## src/rtl/ecmt_divider.sv

```systemverilog
// Restoring divider, one quotient bit a cycle.
// Used by the top level for centroid, variance and activity quotients.
module ecmt_divider #(
  parameter int NumW = 64,
  parameter int DenW = 64
) (
  input  logic            clk,
  input  logic            rst,
  input  logic            start,
  input  logic [NumW-1:0] num,
  input  logic [DenW-1:0] den,
  output logic            done,
  output logic [NumW-1:0] quo,
  output logic [DenW-1:0] rem
);
  localparam int CntW = $clog2(NumW + 1);

  logic [CntW-1:0] cnt;
  logic            busy;
  logic [NumW-1:0] q;
  logic [DenW:0]   r;
  logic [DenW-1:0] d;
  logic [DenW:0]   trial;
  logic [DenW:0]   shifted;

  always_comb begin
    shifted = {r[DenW-1:0], q[NumW-1]};
    trial   = shifted - {1'b0, d};
  end

  always_ff @(posedge clk) begin
    if (rst) begin
      busy <= 1'b0;
      done <= 1'b0;
      cnt  <= '0;
    end else begin
      done <= 1'b0;
      if (start) begin
        busy <= 1'b1;
        cnt  <= CntW'(NumW);
        q    <= num;
        r    <= '0;
        d    <= den;
      end else if (busy) begin
        if (!trial[DenW]) begin
          r <= trial;
          q <= {q[NumW-2:0], 1'b1};
        end else begin
          r <= shifted;
          q <= {q[NumW-2:0], 1'b0};
        end
        cnt <= cnt - 1'b1;
        if (cnt == CntW'(1)) begin
          busy <= 1'b0;
          done <= 1'b1;
        end
      end
    end
  end

  assign quo = q;
  assign rem = r[DenW-1:0];
endmodule

```

## config.mk

```make
export PLATFORM = sky130hd
export DESIGN_NAME = ecmt_divider
export DESIGN_NICKNAME = d
export VERILOG_FILES = /design/src/rtl/ecmt_divider.sv
export SDC_FILE = /design/constraint.sdc
export NUM_CORES = 1
export LEC_CHECK = 0
export BUFFER_PORTS_ARGS = -buffer_cell sky130_fd_sc_hd__buf_2
export CORE_ASPECT_RATIO = 0.7
export CORE_UTILIZATION = 30
export CTS_CLUSTER_SIZE = 10
export DETAILED_ROUTE_END_ITERATION = 8
export PLACE_DENSITY_LB_ADDON = 0.2
export RECOVER_POWER = 100
export SYNTH_ARGS = -nofsm -noshare
export SYNTH_HDL_FRONTEND = slang
export SYNTH_SLANG_ARGS = --single-unit
```

## constraint.sdc

```tcl
create_clock -name clk -period 11 [get_ports clk]
set_clock_uncertainty 0.2 [all_clocks]
set_input_delay 1.1 -clock clk [delete_from_list [all_inputs] [get_ports clk]]
set_output_delay 1.1 -clock clk [all_outputs]
set_load 0.02 [all_outputs]
```

Word level (Yosys, flattened, before mapping):

Cells that the tools add are included.

* register bits: 201
* input bits: 131
* word-level logic and storage cells: 28

* add/subtract/negate cells: 2
* eq/ne operators: 1
* muxes and demuxes: 11
* bitwise gates (word level): 2
* reductions and logical operators: 5

Operators by type and width (count)
* $mux W64: 4
* $sub A65 B64 Y65: 1
* $mux W7: 2
* $eq A7 B1 Y1 const B: 1
* $sub A7 B1 Y7 const B: 1
* $mux W1: 5
* $reduce_and A2 Y1: 2
* $reduce_or A3 Y1: 1
* $not A1 Y1: 2
* $reduce_bool A2 Y1: 1
* $reduce_or A2 Y1: 1

Logic depth before layout (Yosys ltp):

* word-level depth: 4
* depth in mapped cells: 14
* mapped depth without buffers: 13

Worst setup path before layout:

OpenSTA, ideal clock, no wires.

* path kind: input to register
* start: input port start
* end: register q[0], in the netlist quo[0], enable pin
* data arrival time: 7.847 ns
* required time: 10.139 ns
* slack: 2.293 ns
* cell stages on the path: 3
* buffers on the path: 1
* path through: clkbuf_1 clkinv_1 a21oi_1

* cells in the longest elaborated chain, start to end: 2

RTL lines
* start, declared: RTL line 9 `input logic start,`
* $reduce_bool A2 Y1 (no source line)
* $reduce_and A2 Y1 (no source line)
* end signal, assigned: RTL line 41 `q <= num;`
* end signal, assigned: RTL line 47 `q <= {q[NumW-2:0], 1'b1};`
* end signal, assigned: RTL line 50 `q <= {q[NumW-2:0], 1'b0};`
* end, declared: RTL line 20 `logic [NumW-1:0] q;`

No other way between the ends.
A chain may end at the register's enable or synchronous reset.

Final worst setup path:

* start: input port start
* end: register r[28], enable pin

* cells in the longest elaborated chain, start to end: 2

RTL lines
* $reduce_bool A2 Y1 (no source line)
* $reduce_and A2 Y1 (no source line)
* end signal, assigned: RTL line 46 `r <= trial;`
* end signal, assigned: RTL line 49 `r <= shifted;`
* end, declared: RTL line 21 `logic [DenW:0] r;`

No other way between the ends.

==> results.cfg <==
[yosys]
ys_ff_latch = 201
synthTopCellsByArea = edfxtp_1, ha_1, a21oi_1
yosysUniqueCellTypes = 65
synth_top_family_by_area = compound AO/OA/AOI/OAI gates
ys_warn_count = 0
synth_compound_area_frac = 0.151
yosysMostFrequentCell = edfxtp_1
synth_top_cell_area_share = 0.478
synth_ff_type = edfxtp_1
async_reset_ff_frac = 0
synth_cells = 1187
synth_seq_area_share = 0.493
synthSimpleGateAreaFrac = 0.128
yosys-top-cells-count = edfxtp_1, nand2_1, a21oi_1
synth_fa_ha_area_frac = 0.0701
synth.area.mux_share = 0.0613
synth.largest_area_cell = edfxtp_1
synth_xor_area_frac = 0.0457
syn_nets = 1385
synth_edf_count = 192
netlist_area_um2 = 12100
avgSynthCellArea_um2 = 10.2

[die]
dieArea_um2 = 41000
fp.dieW_um = 242
die_y_um = 170
start_util = 0.304
rows = 61
ioPinCount = 260
core-area_um2 = 39700

[global_route]
grt_max_degree = 69
overflow = 0
antenna_found_initial = 6
grt_pass1_wl_mm = 56.2
grt_pass1_vias = 9694
grt.total_usage = 0.176

[worst_setup_path]
worstPathRequired_ns = 10.97
cpMostUsedCell = buf_4
worst-setup-path-type = input port to flip-flop
crit_chain = clkbuf_1 > clkinv_1 > a21oi_4 > buf_4 > buf_4
slowest_delay_ns = 2.24
path_max_fanout = 68
cp.arrival_ns = 6.66
cp-start-kind = input port
crit_buf_inv = 4
cpLargestDelayFamily = buffers and inverters
cp_slowest_cell = clkbuf_1
end_kind = flip-flop

[timing]
post-route-min-period_ns = 6.68
relSlewSlack = -1.40
tns_ns = 0
finalCritPeriodShare = 0.608
holdWs_ns = 0.305
hold_viol = 0
setup_slack_ns = 4.32
fmax_mhz = 150
maxSlewViolCount = 129
worst_slew_pin_slew_ns = 3.60
grt_setup_unrepaired = false
setup_viol = 0

[clock_tree]
cts_tree = yes
clockRootBuffer = clkbuf_16
path_clk_slew_ns = 0.06
cts_setup_buffers = 0
cts_buffers = 26
cts_sinks = 201
cts_buffer_depth = 3
insertion_delay_ns = 0.57
htreeDepth = 1
post_cts_resized = 0
hold_buffers = 0

[power_and_ir_drop]
vdd_drop_max_mv = 0.106
intPower_mw = 1.73
clockPowerShare = 0.330
p_leak_nw = 5.71
p_sw_uw = 890
power.density_nw_per_um2 = 180
p_comb_frac = 0.297
netSwitchingFraction = 0.340
pwr-share-seq = 0.374

[final_layout]
fin_nets = 1618
multi_input_area_um2 = 5540
drive_above_1_share = 0.161
syn2layout_area_growth_pct = 20.2
regArea_um2 = 5950
num_antenna_cells = 0
nFillCells = 4114
utilization = 0.365

[worst_hold_path]
min_path_type = flip-flop to flip-flop

[placement]
gp_congestion = 0.897
pre_cts_ws_ns = 6.16
io_buffer_count = 259
dp_hpwl_mm = 26.8

[status]
outcome = complete, but fails checks
violations = capacitance limit, slew limit

[route]
route.vias.total = 9788
wire_per_inst_um = 18.5
totalWireLength_mm = 36.5
drc = 0
drtIter0Drc = 595
dr.pass1.iters = 5
via_per_inst = 4.96
ant_nets = 0

[flow_run]
maxCapViolations = 2
==> sequential cells by signal (all words and copies together), names as in the netlist <==
name / flops
d: 64
quo: 64
r: 64
cnt: 7
busy: 1
done: 1
==> cells by family after synthesis <==
family	Yosys count
adder cells (fa/ha/maj)	67
AND/OR/NAND/NOR	338
multiplexers	66
flip-flops	201
AO/OA/AOI/OAI	307
buffers and inverters	148
XOR/XNOR	60
==> cells in the final DEF (no fill, tap or decap), drive strengths merged, types with 7 or more instances in the layout <==
cell type / instances
nand2: 169
o21ai: 54
a31oi: 9
inv: 87
a211oi: 8
a21o: 22
dfxtp: 9
nand3: 15
nor2b: 8
xor2: 25
xnor2: 35
nor3: 16
buf: 130
ha: 66
nand2b: 9
o21bai: 15
mux2: 63
nor4: 7
edfxtp: 192
a21oi: 153
nor2: 56
clkbuf: 174
o21a: 13
nand4: 26
==> final timing paths <==
kind                             from                   to  slack (ns)  depth (start not counted)
hold reg to reg   cnt[1]$_SDFFE_PP0P_  cnt[1]$_SDFFE_PP0P_        0.30                          2
hold / removal    cnt[1]$_SDFFE_PP0P_  cnt[1]$_SDFFE_PP0P_        0.30                          2
setup / recovery                start  r[28]$_SDFFCE_PP0P_        4.32                          5
setup reg to reg  r[54]$_SDFFCE_PP0P_  r[56]$_SDFFCE_PP0P_        6.25                         12
==> final cells by class <==
cell class              count  share of cell area
clock buffers              39              0.0496
clock inverters             7             0.00914
inverters                  88              0.0228
multi-input cells         838               0.382
flip-flops and latches    201               0.410
well taps                 535              0.0462
repair buffers            265              0.0807
==> power by group through the flow <==
stage	Sequential [mW]	Combinational (mW)	Clock [mW]
after floorplan	1.04	0.512	0
after global placement	0.992	0.780	0
after detailed placement	0.992	0.781	0
after CTS	0.978	0.786	0.894
after global routing	0.987	0.863	0.919
final	0.978	0.776	0.862
==> stage by stage <==
stage / cell area [um^2] / cells / power, mW
floorplan: 12100 / 1187 / 1.55
global placement: 13800 / 1927 / 1.77
detailed placement: 13800 / 1927 / 1.77
CTS: 14700 / 1973 / 2.66
global route: 14500 / 1973 / 2.77
finish: 14500 / 1973 / 2.62
==> routing by layer <==
metal	vias up	track usage	wire, um
met1	4624	0.258	18100
met5	-	0	65
met4	10	0.0410	689
li1	4769	-	-
met3	54	0.0484	2850
met2	331	0.253	14800
==> worst reg2reg max path: stages (launching register included) <==
cell and delay, ns:
edfxtp_1 0.41, ha_1 0.45, a21o_1 0.22, a21oi_1 0.29, a21boi_1 0.20, o21ai_1 0.08, a21oi_1 0.38, a21oi_1 0.18
a211oi_4 0.44, xor2_4 0.64, buf_4 0.58, a41o_1 0.18, a21oi_1 0.07
Power figures use the tool's default switching activity.
